===== config.mk =====
export PLATFORM = sky130hd
export DESIGN_NAME = dxt5_block_decoder_flat
export DESIGN_NICKNAME = d
export VERILOG_FILES = /design/src/design/dxt5_pkg.sv /design/src/design/dxt5_block_if.sv /design/src/design/dxt5_texel_if.sv /design/src/design/dxt5_cdiv.sv /design/src/design/dxt5_block_decoder.sv /design/src/flat_wrapper.sv
export VERILOG_INCLUDE_DIRS = /design/src /design/src/design
export SDC_FILE = /design/constraint.sdc
export NUM_CORES = 1
export LEC_CHECK = 0
export ABC_AREA = 1
export BUFFER_PORTS_ARGS = -buffer_cell sky130_fd_sc_hd__buf_4
export CORE_ASPECT_RATIO = 0.9
export CORE_MARGIN = 8
export CORE_UTILIZATION = 30
export DETAILED_ROUTE_END_ITERATION = 10
export GPL_TIMING_DRIVEN = 0
export SETUP_SLACK_MARGIN = 0.02
export SYNTH_ARGS = -nofsm -noshare
export SYNTH_HDL_FRONTEND = slang
export SYNTH_HIERARCHICAL = 1
export SYNTH_SLANG_ARGS = --single-unit

===== constraint.sdc =====
create_clock -name clk -period 22.9 [get_ports clk]
set_input_delay 2.29 -clock clk [delete_from_list [all_inputs] [get_ports clk]]
set_output_delay 2.29 -clock clk [all_outputs]
set_load 0.01 [all_outputs]

===== src/design/dxt5_block_decoder_assert.svh =====
// Assertion macros for the DXT5 block decoder.
// Simulation builds get real checks; synthesis builds see empty macros.
`ifndef DXT5_BLOCK_DECODER_ASSERT_SVH
`define DXT5_BLOCK_DECODER_ASSERT_SVH

`ifndef SYNTHESIS
// Same-cycle implication, sampled on clk and disabled during reset.
`define DXT5_ASSERT_NOW(label, ante, cons) \
  label: assert property (@(posedge clk) disable iff (rst) (ante) |-> (cons)) \
    else $error("dxt5 assertion failed");
// Next-cycle implication, sampled on clk and disabled during reset.
`define DXT5_ASSERT_NEXT(label, ante, cons) \
  label: assert property (@(posedge clk) disable iff (rst) (ante) |=> (cons)) \
    else $error("dxt5 assertion failed");
`else
`define DXT5_ASSERT_NOW(label, ante, cons)
`define DXT5_ASSERT_NEXT(label, ante, cons)
`endif

`endif


===== src/design/dxt5_pkg.sv =====
// Shared types, constants and palette helpers for the DXT5 block decoder.
// No dependencies; imported by dxt5_cdiv, dxt5_block_decoder and the testbench.
`default_nettype none

package dxt5_pkg;

  typedef logic [3:0] texel_num_t;
  typedef logic [5:0] divisor_t;
  typedef logic [15:0] recip_t;

  localparam texel_num_t LastTexel = 4'd15;

  // Constant division is done as a reciprocal multiply followed by one
  // correction step. Each reciprocal is floor(2^RecipShift / divisor).
  localparam int RecipShift = 18;
  localparam recip_t Recip31 = 16'd8456;
  localparam recip_t Recip63 = 16'd4161;
  localparam recip_t Recip7  = 16'd37449;
  localparam recip_t Recip5  = 16'd52428;
  localparam divisor_t Div31 = 6'd31;
  localparam divisor_t Div63 = 6'd63;
  localparam divisor_t Div7  = 6'd7;
  localparam divisor_t Div5  = 6'd5;

  // The color palette is v*255/(3*M) with v in thirds; 255/3 = 85.
  localparam logic [6:0] ColorScale = 7'd85;
  localparam logic [10:0] AlphaOpaqueFifths = 11'd1275;

  typedef enum logic [1:0] {
    CSEL_END0,
    CSEL_END1,
    CSEL_MIX0,
    CSEL_MIX1
  } color_sel_t;

  typedef enum logic [2:0] {
    ASEL_END0,
    ASEL_END1,
    ASEL_MID2,
    ASEL_MID3,
    ASEL_MID4,
    ASEL_MID5,
    ASEL_MID6,
    ASEL_MID7
  } alpha_sel_t;

  // Texel after index lookup: palette numerators, not yet divided.
  typedef struct packed {
    texel_num_t  num;
    logic        last;
    logic [6:0]  num_b;
    logic [7:0]  num_g;
    logic [6:0]  num_r;
    logic [10:0] num_a;
    logic        fifths;
  } stage1_t;

  // Numerator of one channel in thirds of an endpoint step.
  function automatic logic [7:0] color_num(input logic [5:0] v0, input logic [5:0] v1,
                                           input color_sel_t sel);
    logic [7:0] w0;
    logic [7:0] w1;
    w0 = {2'b00, v0};
    w1 = {2'b00, v1};
    case (sel)
      CSEL_END0: color_num = w0 * 8'd3;
      CSEL_END1: color_num = w1 * 8'd3;
      CSEL_MIX0: color_num = (w0 << 1) + w1;
      CSEL_MIX1: color_num = w0 + (w1 << 1);
      default:   color_num = w0 * 8'd3;
    endcase
  endfunction

  // Alpha numerator; the divisor is 5 in fifths mode and 7 otherwise.
  // Endpoints are scaled by the divisor so that every case divides.
  function automatic logic [10:0] alpha_num(input logic [7:0] a0, input logic [7:0] a1,
                                            input alpha_sel_t sel, input logic fifths);
    logic [2:0] w0;
    logic [2:0] w1;
    logic [10:0] sum;
    w0 = 3'(4'd8 - {1'b0, sel});
    w1 = 3'(sel) - 3'd1;
    if (fifths) begin
      w0 = 3'(4'd6 - {1'b0, sel});
      case (sel)
        ASEL_END0: begin
          w0 = 3'd5;
          w1 = 3'd0;
        end
        ASEL_END1: begin
          w0 = 3'd0;
          w1 = 3'd5;
        end
        ASEL_MID6, ASEL_MID7: begin
          w0 = 3'd0;
          w1 = 3'd0;
        end
        default: ;
      endcase
    end else begin
      case (sel)
        ASEL_END0: begin
          w0 = 3'd7;
          w1 = 3'd0;
        end
        ASEL_END1: begin
          w0 = 3'd0;
          w1 = 3'd7;
        end
        default: ;
      endcase
    end
    sum = 11'(a0) * 11'(w0) + 11'(a1) * 11'(w1);
    if (fifths && sel == ASEL_MID7) begin
      sum = AlphaOpaqueFifths;
    end
    alpha_num = sum;
  endfunction

endpackage

`default_nettype wire


===== src/design/dxt5_block_if.sv =====
// Input channel carrying one compressed 128-bit DXT5 block per transaction.
// Standalone; no package dependency.
`default_nettype none

interface dxt5_block_if;
  logic        valid;
  logic        ready;
  logic [63:0] alpha_word;
  logic [31:0] color_word;
  logic [31:0] index_word;

  modport source (output valid, output alpha_word, output color_word,
                  output index_word, input ready);
  modport sink (input valid, input alpha_word, input color_word,
                input index_word, output ready);
endinterface

`default_nettype wire


===== src/design/dxt5_texel_if.sv =====
// Output channel carrying one decoded texel per transaction.
// Standalone; no package dependency.
`default_nettype none

interface dxt5_texel_if;
  logic       valid;
  logic       ready;
  logic [3:0] texel_number;
  logic [7:0] blue_value;
  logic [7:0] green_value;
  logic [7:0] red_value;
  logic [7:0] alpha_value;
  logic       last_texel;

  modport source (output valid, output texel_number, output blue_value,
                  output green_value, output red_value, output alpha_value,
                  output last_texel, input ready);
  modport sink (input valid, input texel_number, input blue_value,
                input green_value, input red_value, input alpha_value,
                input last_texel, output ready);
endinterface

`default_nettype wire


===== src/design/dxt5_cdiv.sv =====
// Two-stage division of a narrow value by a small constant divisor.
// Uses the reciprocal constants and types of dxt5_pkg.
`default_nettype none

module dxt5_cdiv
  import dxt5_pkg::*;
(
  input  wire logic       clk,
  input  wire logic       en,
  input  wire logic [13:0] x,
  input  wire recip_t     recip,
  input  wire divisor_t   divisor,
  output logic [7:0]      q
);

  logic [29:0] prod;
  logic [7:0]  q_est;
  logic [7:0]  q_est_next;
  logic [13:0] x_hold;
  divisor_t    div_hold;
  logic [13:0] rem;
  logic [7:0]  q_next;

  // The truncated reciprocal never overestimates and is short by at most one.
  assign prod       = 30'(x) * 30'(recip);
  assign q_est_next = prod[RecipShift +: 8];

  always_ff @(posedge clk) begin
    if (en) begin
      q_est    <= q_est_next;
      x_hold   <= x;
      div_hold <= divisor;
    end
  end

  assign rem    = x_hold - 14'(q_est * 14'(div_hold));
  assign q_next = (rem >= 14'(div_hold)) ? q_est + 8'd1 : q_est;

  always_ff @(posedge clk) begin
    if (en) begin
      q <= q_next;
    end
  end

endmodule

`default_nettype wire


===== src/design/dxt5_block_decoder.sv =====
// DXT5 block decoder: one block in, sixteen texels out in raster order.
// A texel passes the stage-1, stage-2 and both divider registers before it is valid.
// Throughput: one texel per cycle while the output is not stalled, set by the
// texel issue counter; the next block is taken while the last texel issues.
// Reset (rst, synchronous) empties the issue stage and all pipeline valids.
`default_nettype none
`include "dxt5_block_decoder_assert.svh"

module dxt5_block_decoder
  import dxt5_pkg::*;
(
  input wire logic clk,
  input wire logic rst,
  dxt5_block_if.sink   blk,
  dxt5_texel_if.source texel
);

  logic        en;
  logic        busy;
  texel_num_t  cnt;
  logic        accept;
  logic        fire;
  logic [63:0] alpha_reg;
  logic [31:0] color_reg;
  logic [31:0] index_reg;
  logic [47:0] alpha_idx;
  color_sel_t  csel;
  alpha_sel_t  asel;
  logic        fifths;
  stage1_t     s1_next;
  stage1_t     s1;
  logic        v1;
  logic        v2;
  logic        v3;
  logic        v4;
  logic [13:0] x_b;
  logic [13:0] x_g;
  logic [13:0] x_r;
  logic [13:0] x_a;
  logic        fifths2;
  texel_num_t  num2;
  logic        last2;
  texel_num_t  num3;
  logic        last3;
  texel_num_t  num4;
  logic        last4;
  logic [7:0]  q_b;
  logic [7:0]  q_g;
  logic [7:0]  q_r;
  logic [7:0]  q_a;

  // The whole pipeline moves together; it stalls only on a held output.
  assign en        = !v4 || texel.ready;
  assign fire      = busy && en;
  assign blk.ready = !rst && (!busy || (en && cnt == LastTexel));
  assign accept    = blk.valid && blk.ready;

  always_ff @(posedge clk) begin
    if (rst) begin
      busy <= 1'b0;
      cnt  <= '0;
    end else if (accept) begin
      busy <= 1'b1;
      cnt  <= '0;
    end else if (fire) begin
      cnt <= cnt + 4'd1;
      if (cnt == LastTexel) begin
        busy <= 1'b0;
      end
    end
  end

  always_ff @(posedge clk) begin
    if (accept) begin
      alpha_reg <= blk.alpha_word;
      color_reg <= blk.color_word;
      index_reg <= blk.index_word;
    end
  end

  // Stage 1: index lookup and palette numerators.
  assign alpha_idx = alpha_reg[63:16];
  assign csel      = color_sel_t'(index_reg[{cnt, 1'b0} +: 2]);
  assign asel      = alpha_sel_t'(alpha_idx[6'(cnt) * 6'd3 +: 3]);
  assign fifths    = !(alpha_reg[7:0] > alpha_reg[15:8]);

  always_comb begin
    s1_next.num    = cnt;
    s1_next.last   = (cnt == LastTexel);
    s1_next.num_b  = 7'(color_num({1'b0, color_reg[15:11]}, {1'b0, color_reg[31:27]}, csel));
    s1_next.num_g  = color_num(color_reg[10:5], color_reg[26:21], csel);
    s1_next.num_r  = 7'(color_num({1'b0, color_reg[4:0]}, {1'b0, color_reg[20:16]}, csel));
    s1_next.num_a  = alpha_num(alpha_reg[7:0], alpha_reg[15:8], asel, fifths);
    s1_next.fifths = fifths;
  end

  always_ff @(posedge clk) begin
    if (en) begin
      s1 <= s1_next;
    end
  end

  // Stage 2: scale color numerators to the 8-bit range.
  always_ff @(posedge clk) begin
    if (en) begin
      x_b     <= 14'(s1.num_b) * 14'(ColorScale);
      x_g     <= 14'(s1.num_g) * 14'(ColorScale);
      x_r     <= 14'(s1.num_r) * 14'(ColorScale);
      x_a     <= 14'(s1.num_a);
      fifths2 <= s1.fifths;
      num2    <= s1.num;
      last2   <= s1.last;
    end
  end

  // Stages 3 and 4: constant division inside the divider instances.
  dxt5_cdiv u_div_b (.clk(clk), .en(en), .x(x_b), .recip(Recip31), .divisor(Div31),
                     .q(q_b));
  dxt5_cdiv u_div_g (.clk(clk), .en(en), .x(x_g), .recip(Recip63), .divisor(Div63),
                     .q(q_g));
  dxt5_cdiv u_div_r (.clk(clk), .en(en), .x(x_r), .recip(Recip31), .divisor(Div31),
                     .q(q_r));
  dxt5_cdiv u_div_a (.clk(clk), .en(en), .x(x_a),
                     .recip(fifths2 ? Recip5 : Recip7),
                     .divisor(fifths2 ? Div5 : Div7), .q(q_a));

  always_ff @(posedge clk) begin
    if (en) begin
      num3  <= num2;
      last3 <= last2;
      num4  <= num3;
      last4 <= last3;
    end
  end

  always_ff @(posedge clk) begin
    if (rst) begin
      v1 <= 1'b0;
      v2 <= 1'b0;
      v3 <= 1'b0;
      v4 <= 1'b0;
    end else if (en) begin
      v1 <= fire;
      v2 <= v1;
      v3 <= v2;
      v4 <= v3;
    end
  end

  assign texel.valid        = v4;
  assign texel.texel_number = num4;
  assign texel.blue_value   = q_b;
  assign texel.green_value  = q_g;
  assign texel.red_value    = q_r;
  assign texel.alpha_value  = q_a;
  assign texel.last_texel   = last4;

  `DXT5_ASSERT_NOW(a_last_marks_final, v4, last4 == (num4 == LastTexel))
  `DXT5_ASSERT_NEXT(a_accept_restarts, blk.valid && blk.ready, busy && cnt == '0)
  `DXT5_ASSERT_NEXT(a_stall_holds_issue, busy && !en && !accept, busy && $stable(cnt))

endmodule

`default_nettype wire


===== src/flat_wrapper.sv =====
// flat-port wrapper written by rule: the top's interface ports become plain ports
module dxt5_block_decoder_flat import dxt5_pkg::*;
  (clk, rst, blk_valid, blk_alpha_word, blk_color_word, blk_index_word, blk_ready, texel_valid, texel_texel_number, texel_blue_value, texel_green_value, texel_red_value, texel_alpha_value, texel_last_texel, texel_ready);
  dxt5_block_if blk_i ();
  dxt5_texel_if texel_i ();
  input wire logic clk;
  input wire logic rst;
  input wire logic [$bits(blk_i.valid)-1:0] blk_valid;
  input wire logic [$bits(blk_i.alpha_word)-1:0] blk_alpha_word;
  input wire logic [$bits(blk_i.color_word)-1:0] blk_color_word;
  input wire logic [$bits(blk_i.index_word)-1:0] blk_index_word;
  output wire logic [$bits(blk_i.ready)-1:0] blk_ready;
  output wire logic [$bits(texel_i.valid)-1:0] texel_valid;
  output wire logic [$bits(texel_i.texel_number)-1:0] texel_texel_number;
  output wire logic [$bits(texel_i.blue_value)-1:0] texel_blue_value;
  output wire logic [$bits(texel_i.green_value)-1:0] texel_green_value;
  output wire logic [$bits(texel_i.red_value)-1:0] texel_red_value;
  output wire logic [$bits(texel_i.alpha_value)-1:0] texel_alpha_value;
  output wire logic [$bits(texel_i.last_texel)-1:0] texel_last_texel;
  input wire logic [$bits(texel_i.ready)-1:0] texel_ready;
  assign blk_i.valid = blk_valid;
  assign blk_i.alpha_word = blk_alpha_word;
  assign blk_i.color_word = blk_color_word;
  assign blk_i.index_word = blk_index_word;
  assign blk_ready = blk_i.ready;
  assign texel_valid = texel_i.valid;
  assign texel_texel_number = texel_i.texel_number;
  assign texel_blue_value = texel_i.blue_value;
  assign texel_green_value = texel_i.green_value;
  assign texel_red_value = texel_i.red_value;
  assign texel_alpha_value = texel_i.alpha_value;
  assign texel_last_texel = texel_i.last_texel;
  assign texel_i.ready = texel_ready;
  dxt5_block_decoder u_core (.clk(clk), .rst(rst), .blk(blk_i), .texel(texel_i));
endmodule

Word-level counts from Yosys, hierarchy flattened
Index checks and enable logic that the tools add are counted.
W data, S select, Z words.
{"block": "op_classes", "n_addsub": 19, "n_mul": 20, "n_lt_le_gt_ge": 5, "n_eq_ne": 7, "shift": 2, "n_mux": 18, "reduce_logical": 19}
{"operator": "$pmux W7 S4", "n": 2}
{"operator": "$shiftx A48 B7 Y3", "n": 1}
{"operator": "$mul A14 B11 Y23 const B", "n": 2}
{"operator": "$add A8 B1 Y8 const B", "n": 4}
{"operator": "$mux W8", "n": 4}
{"operator": "$pmux W8 S4", "n": 1}
{"operator": "$shiftx A32 B6 Y2", "n": 1}
{"operator": "$ge A14 B5 Y1 const B", "n": 2}
{"operator": "$mul A5 B2 Y7 const B", "n": 4}
{"operator": "$mul A7 B7 Y14 const B", "n": 2}
{"operator": "$sub A14 B13 Y14", "n": 2}
{"operator": "$mul A11 B16 Y26", "n": 1}
{"operator": "$mul A14 B13 Y26 const B", "n": 1}
{"operator": "$mul A8 B5 Y13 const B", "n": 2}
{"operator": "$pmux W3 S2", "n": 4}
{"operator": "$mul A8 B3 Y11", "n": 2}
{"operator": "$mul A6 B2 Y8 const B", "n": 2}
{"operator": "$mux W15", "n": 1}
{"operator": "$add A5 B6 Y7", "n": 2}
{"operator": "$add A6 B5 Y7", "n": 2}
{"operator": "$ge A14 B6 Y1", "n": 1}
{"operator": "$ge A14 B6 Y1 const B", "n": 1}
{"operator": "$mul A8 B6 Y14", "n": 1}
{"operator": "$mul A8 B6 Y14 const B", "n": 1}
{"operator": "other kinds (29)", "n": 44}
{"block": "totals", "register_bits": 368, "input_bits": 132, "output_inout_bits": 39, "wordCells": 130}

Logic depth before layout (Yosys ltp)
{"block": "depth", "word_depth": 8, "depth_mapped": 34, "ltp_nobuf": 32}

Hierarchy
Netlist, hierarchy kept.
{"mod": "dxt5_block_decoder", "n_inst": 1, "cells_each": 1494, "area_per_inst_um2": 15597.5, "seq_area_each_um2": 7267.0}
{"mod": "dxt5_cdiv (u_core.u_div_b)", "n_inst": 1, "cells_each": 1399, "area_per_inst_um2": 10772.8, "seq_area_each_um2": 1081.0}
{"mod": "dxt5_cdiv (u_core.u_div_g)", "n_inst": 1, "cells_each": 1399, "area_per_inst_um2": 10746.6, "seq_area_each_um2": 1081.0}
{"mod": "dxt5_cdiv (u_core.u_div_a)", "n_inst": 1, "cells_each": 1391, "area_per_inst_um2": 10739.0, "seq_area_each_um2": 1081.0}
{"mod": "dxt5_cdiv (u_core.u_div_r)", "n_inst": 1, "cells_each": 1397, "area_per_inst_um2": 10737.8, "seq_area_each_um2": 1081.0}

Least setup slack after synthesis
Ideal clock, no wire load.
{"block": "synth_path", "path_type": "input to register", "start": "in texel_ready", "end": "reg u_core.cnt[0]", "setup_ps": 135, "arrival_time_ps": 18583, "t_required_ps": 22765, "path_slack_ps": 4182, "path_stages": 6, "path_buffers": 0, "cell_sequence": "nor2_1 -> inv_1 -> a21oi_1 -> nor3b_1 -> or2_2 -> a21oi_1"}
{"block": "synth_via", "elab_chain_cells": 6, "elab_cells_between_ends": 7, "classes_between": "reduce/logical: 7"}
{"item": "start: declaration", "line": "flat_wrapper.sv:20", "rtl": "input wire logic [$bits(texel_i.ready)-1:0] texel_ready;"}
{"item": "$logic_or A1 B1 Y1", "line": "dxt5_block_decoder.sv:53", "rtl": "assign en = !v4 || texel.ready;"}
{"item": "via u_core.en", "line": "dxt5_block_decoder.sv:18", "rtl": "logic en;"}
{"item": "$logic_and A1 B1 Y1", "line": "dxt5_block_decoder.sv:55", "rtl": "assign blk.ready = !rst && (!busy || (en && cnt == LastTexel));"}
{"item": "$logic_or A1 B1 Y1", "line": "dxt5_block_decoder.sv:55"}
{"item": "$logic_and A1 B1 Y1", "line": "dxt5_block_decoder.sv:55"}
{"item": "$logic_and A1 B1 Y1", "line": "dxt5_block_decoder.sv:56", "rtl": "assign accept = blk.valid && blk.ready;"}
{"item": "via u_core.accept", "line": "dxt5_block_decoder.sv:21", "rtl": "logic accept;"}
{"item": "$reduce_or A2 Y1 (no source line)"}
{"item": "end signal: assignment", "line": "dxt5_block_decoder.sv:66", "rtl": "cnt <= cnt + 4'd1;"}
{"item": "end: declaration", "line": "dxt5_block_decoder.sv:20", "rtl": "texel_num_t cnt;"}
The timed path passes the listed nets, and every way through them passes these cells.
A chain may end at the register's enable or synchronous reset.

Worst setup path in the final report
{"block": "layout_path", "start": "reg u_core.fifths2", "end": "reg u_core.u_div_a.q_est[3], data pin"}
{"block": "layout_via", "elab_chain_cells": 2}
{"item": "start: declaration", "line": "dxt5_block_decoder.sv:40", "rtl": "logic fifths2;"}
{"item": "start signal: assignment", "line": "dxt5_block_decoder.sv:110", "rtl": "fifths2 <= s1.fifths;"}
{"item": "$mux W15", "line": "dxt5_block_decoder.sv:124", "rtl": ".recip(fifths2 ? Recip5 : Recip7),"}
{"item": "$mul A11 B16 Y26", "line": "dxt5_cdiv.sv:25", "rtl": "assign prod = 30'(x) * 30'(recip);"}
{"item": "via u_core.u_div_a.prod[21]", "line": "dxt5_cdiv.sv:16", "rtl": "logic [29:0] prod;"}
{"item": "end signal: assignment", "line": "dxt5_cdiv.sv:30", "rtl": "q_est <= q_est_next;"}
{"item": "end: declaration", "line": "dxt5_cdiv.sv:17", "rtl": "logic [7:0] q_est;"}
The timed path passes the listed nets, and every way through them passes these cells.

==> flow_summary.ini <==
[run_status]
outcome = complete, no violations

[yosys]
synth_area_leaders = fa_1, edfxtp_1, ha_1, inv_1, nand2_1
synth_common_cells = inv_1, nand2_1, fa_1, ha_1, edfxtp_1
synth_most_common_cell = inv_1
yosysTopAreaCellShare = 0.284
synthMuxAreaShare = 0
synth.yosys.seq_area_share = 0.198
synth_edf_count = 380
synth-xor-area-share = 0.0302
synthAdderAreaFrac = 0.414
synth-compound-area-share = 0.0395
async_flop_share = 0
synth_area_mm2 = 0.0586
synth-simple-area-share = 0.180
yosysWarnings = 6
synth_seq_cells = 389
synth_top_family_by_area = adder cells
postSynthAreaPerCell_um2 = 8.28
netlist_instances = 7080
ys.flop_type = edfxtp_1
ys_types = 54
synth_top_area_cell = fa_1

[floorplanning]
initial_core_util = 0.300
die_h_um = 435
core_mm2 = 0.195
ios = 171
rows = 154
die_w_um = 482
die-area_mm2 = 0.210

[routing]
vias_per_cell = 4.38
wl_mm = 148
drt_iter0_drc = 2563
ant_nets = 0
wl_per_cell_um = 14.5
drt_drc_violations_left = 0
drt-pass1-iter-count = 6
via_count = 44778

[min_path]
hp-start = u_core/s1[11]
min_path_type = flop to flop

[timing]
rsz0062_at_grt = no
final-setup-viol-count = 0
worstMarginPinSlew_ps = 1080
final-hold-violation-count = 0
fmax_mhz = 138
setup_ws_ps = 15650
period_minus_slack_ps = 7250
drv_slew = 0
min_period_over_period = 0.317
relSlewSlack = 0.281
skew_ps = 44.5
fin_tns_setup_ps = 0

[finish]
syn_to_final_growth_pct = 12.8
nFillCells = 20307
stdcell_area_mm2 = 0.0661
nets = 9183
drive_gt1_frac = 0.0550
utilization = 0.339
largest_reg_flops = 64

[global_routing]
first_global_vias = 47453
grt_max_degree = 120
antenna_found_initial = 7
grt_util_all_layers = 0.143
grt_pass1_wl_mm = 246
gr-total-overflow = 0

[critical_path]
r2r-start = u_core/fifths2
critPathRequiredTime_ps = 23280
setup.worst_path.start = u_core/fifths2
cp_max_fo = 24
cp-end-kind = flop
critical_path_class = flop to flop
start_kind = flop
cp.arrival_ps = 7640

[clock_network]
hold_buffers = 0
clock_latency_ps = 680
cts_root_buf = clkbuf_16
post_cts_resized = 0
clk_pin_slew_ps = 60
h-tree-depth = 2
cts_tree = done
cts_setup_buffers = 0
ctsLongestPathBuffers = 3
cts_buffers = 53
cts_sinks = 389

[placed_design]
placed_area_mm2 = 0.0644
numPortBuffers = 169
dp_hpwl_mm = 124
place_congestion = 0.877
place_ws_ps = 15580

[job]
maxCapViolations = 0
==> final cells by class <==
cell class	instances	area [µm²]	share of cell area
clock inverter	33	367	0.00555
antenna	2	5.00	0.0000757
inverter	1878	7060	0.107
buffer	244	1030	0.0156
timing repair buffer	182	1450	0.0219
multi-input combinational	4863	40000	0.606
clock buffer	61	1360	0.0205
sequential	389	11600	0.175
tap	2574	3220	0.0487
==> critical path: stages, from the launching register on <==
cell and delay (ps):
edfxtp_1 1060, inv_1 690, clkbuf_1 450, nand2_1 140, inv_1 60, fa_1 500, inv_1 60, fa_1 530
inv_1 50, fa_1 510, fa_1 440, fa_1 560, inv_1 60, fa_1 520, inv_1 40, ha_1 310
a21oi_1 190, o21ai_0 120, a31oi_1 170, nand3_1 170, nand3_1 100, nand2_1 60, xor2_1 140
==> per-layer routing <==
layer	GRT usage	share of wire	up-vias
li1	-	-	21947
met1	0.196	0.46	21567
met2	0.239	0.46	1072
met3	0.0182	0.054	190
met4	0.0357	0.023	2
met5	0	0.00013	-
==> metrics by stage <==
step	hold slack (ps)	std cells
floorplan	400	7374
global placement	401	10117
detailed placement	405	10130
global route	421	10225
CTS	416	10224
finish	416	10226
==> path summary, 6_finish.rpt <==
kind | to | slack [ps] | depth (start not counted)
hold / removal | u_core/x_a[10] | 420 | 0
setup / recovery | u_core/u_div_a/q_est[3] | 15650 | 22
hold reg to reg | u_core/x_a[10] | 420 | 0
setup reg to reg | u_core/u_div_a/q_est[3] | 15650 | 22
==> cell families (layout without fill, tap and decap cells) <==
kind of cell	Yosys count	after routing
AND/OR/NAND/NOR	2522	2522
buffers and inverters	2122	2398
adder cells (fa/ha/maj)	1440	1440
AO/OA/AOI/OAI	403	403
flip-flops	389	389
XOR/XNOR	202	202
other	2	298
==> placed cells by master (no fill, tap or decap), drive strengths merged, types with 9 or more instances in the layout <==
cell	count
o21ai	116
nand3b	19
clkinv	19
nor3	31
ha	608
edfxtp	380
fa	832
xnor2	71
xor2	131
dfxtp	9
a21o	17
a31oi	11
nand2	1809
clkbuf	264
or2	13
conb	296
inv	1885
o21a	9
buf	223
nand3	254
a21oi	178
nor2	308
o21bai	23
nand4	76
Power is not shown: default switching activity piles up to over one toggle a cycle in this logic, so the estimate is an artifact.
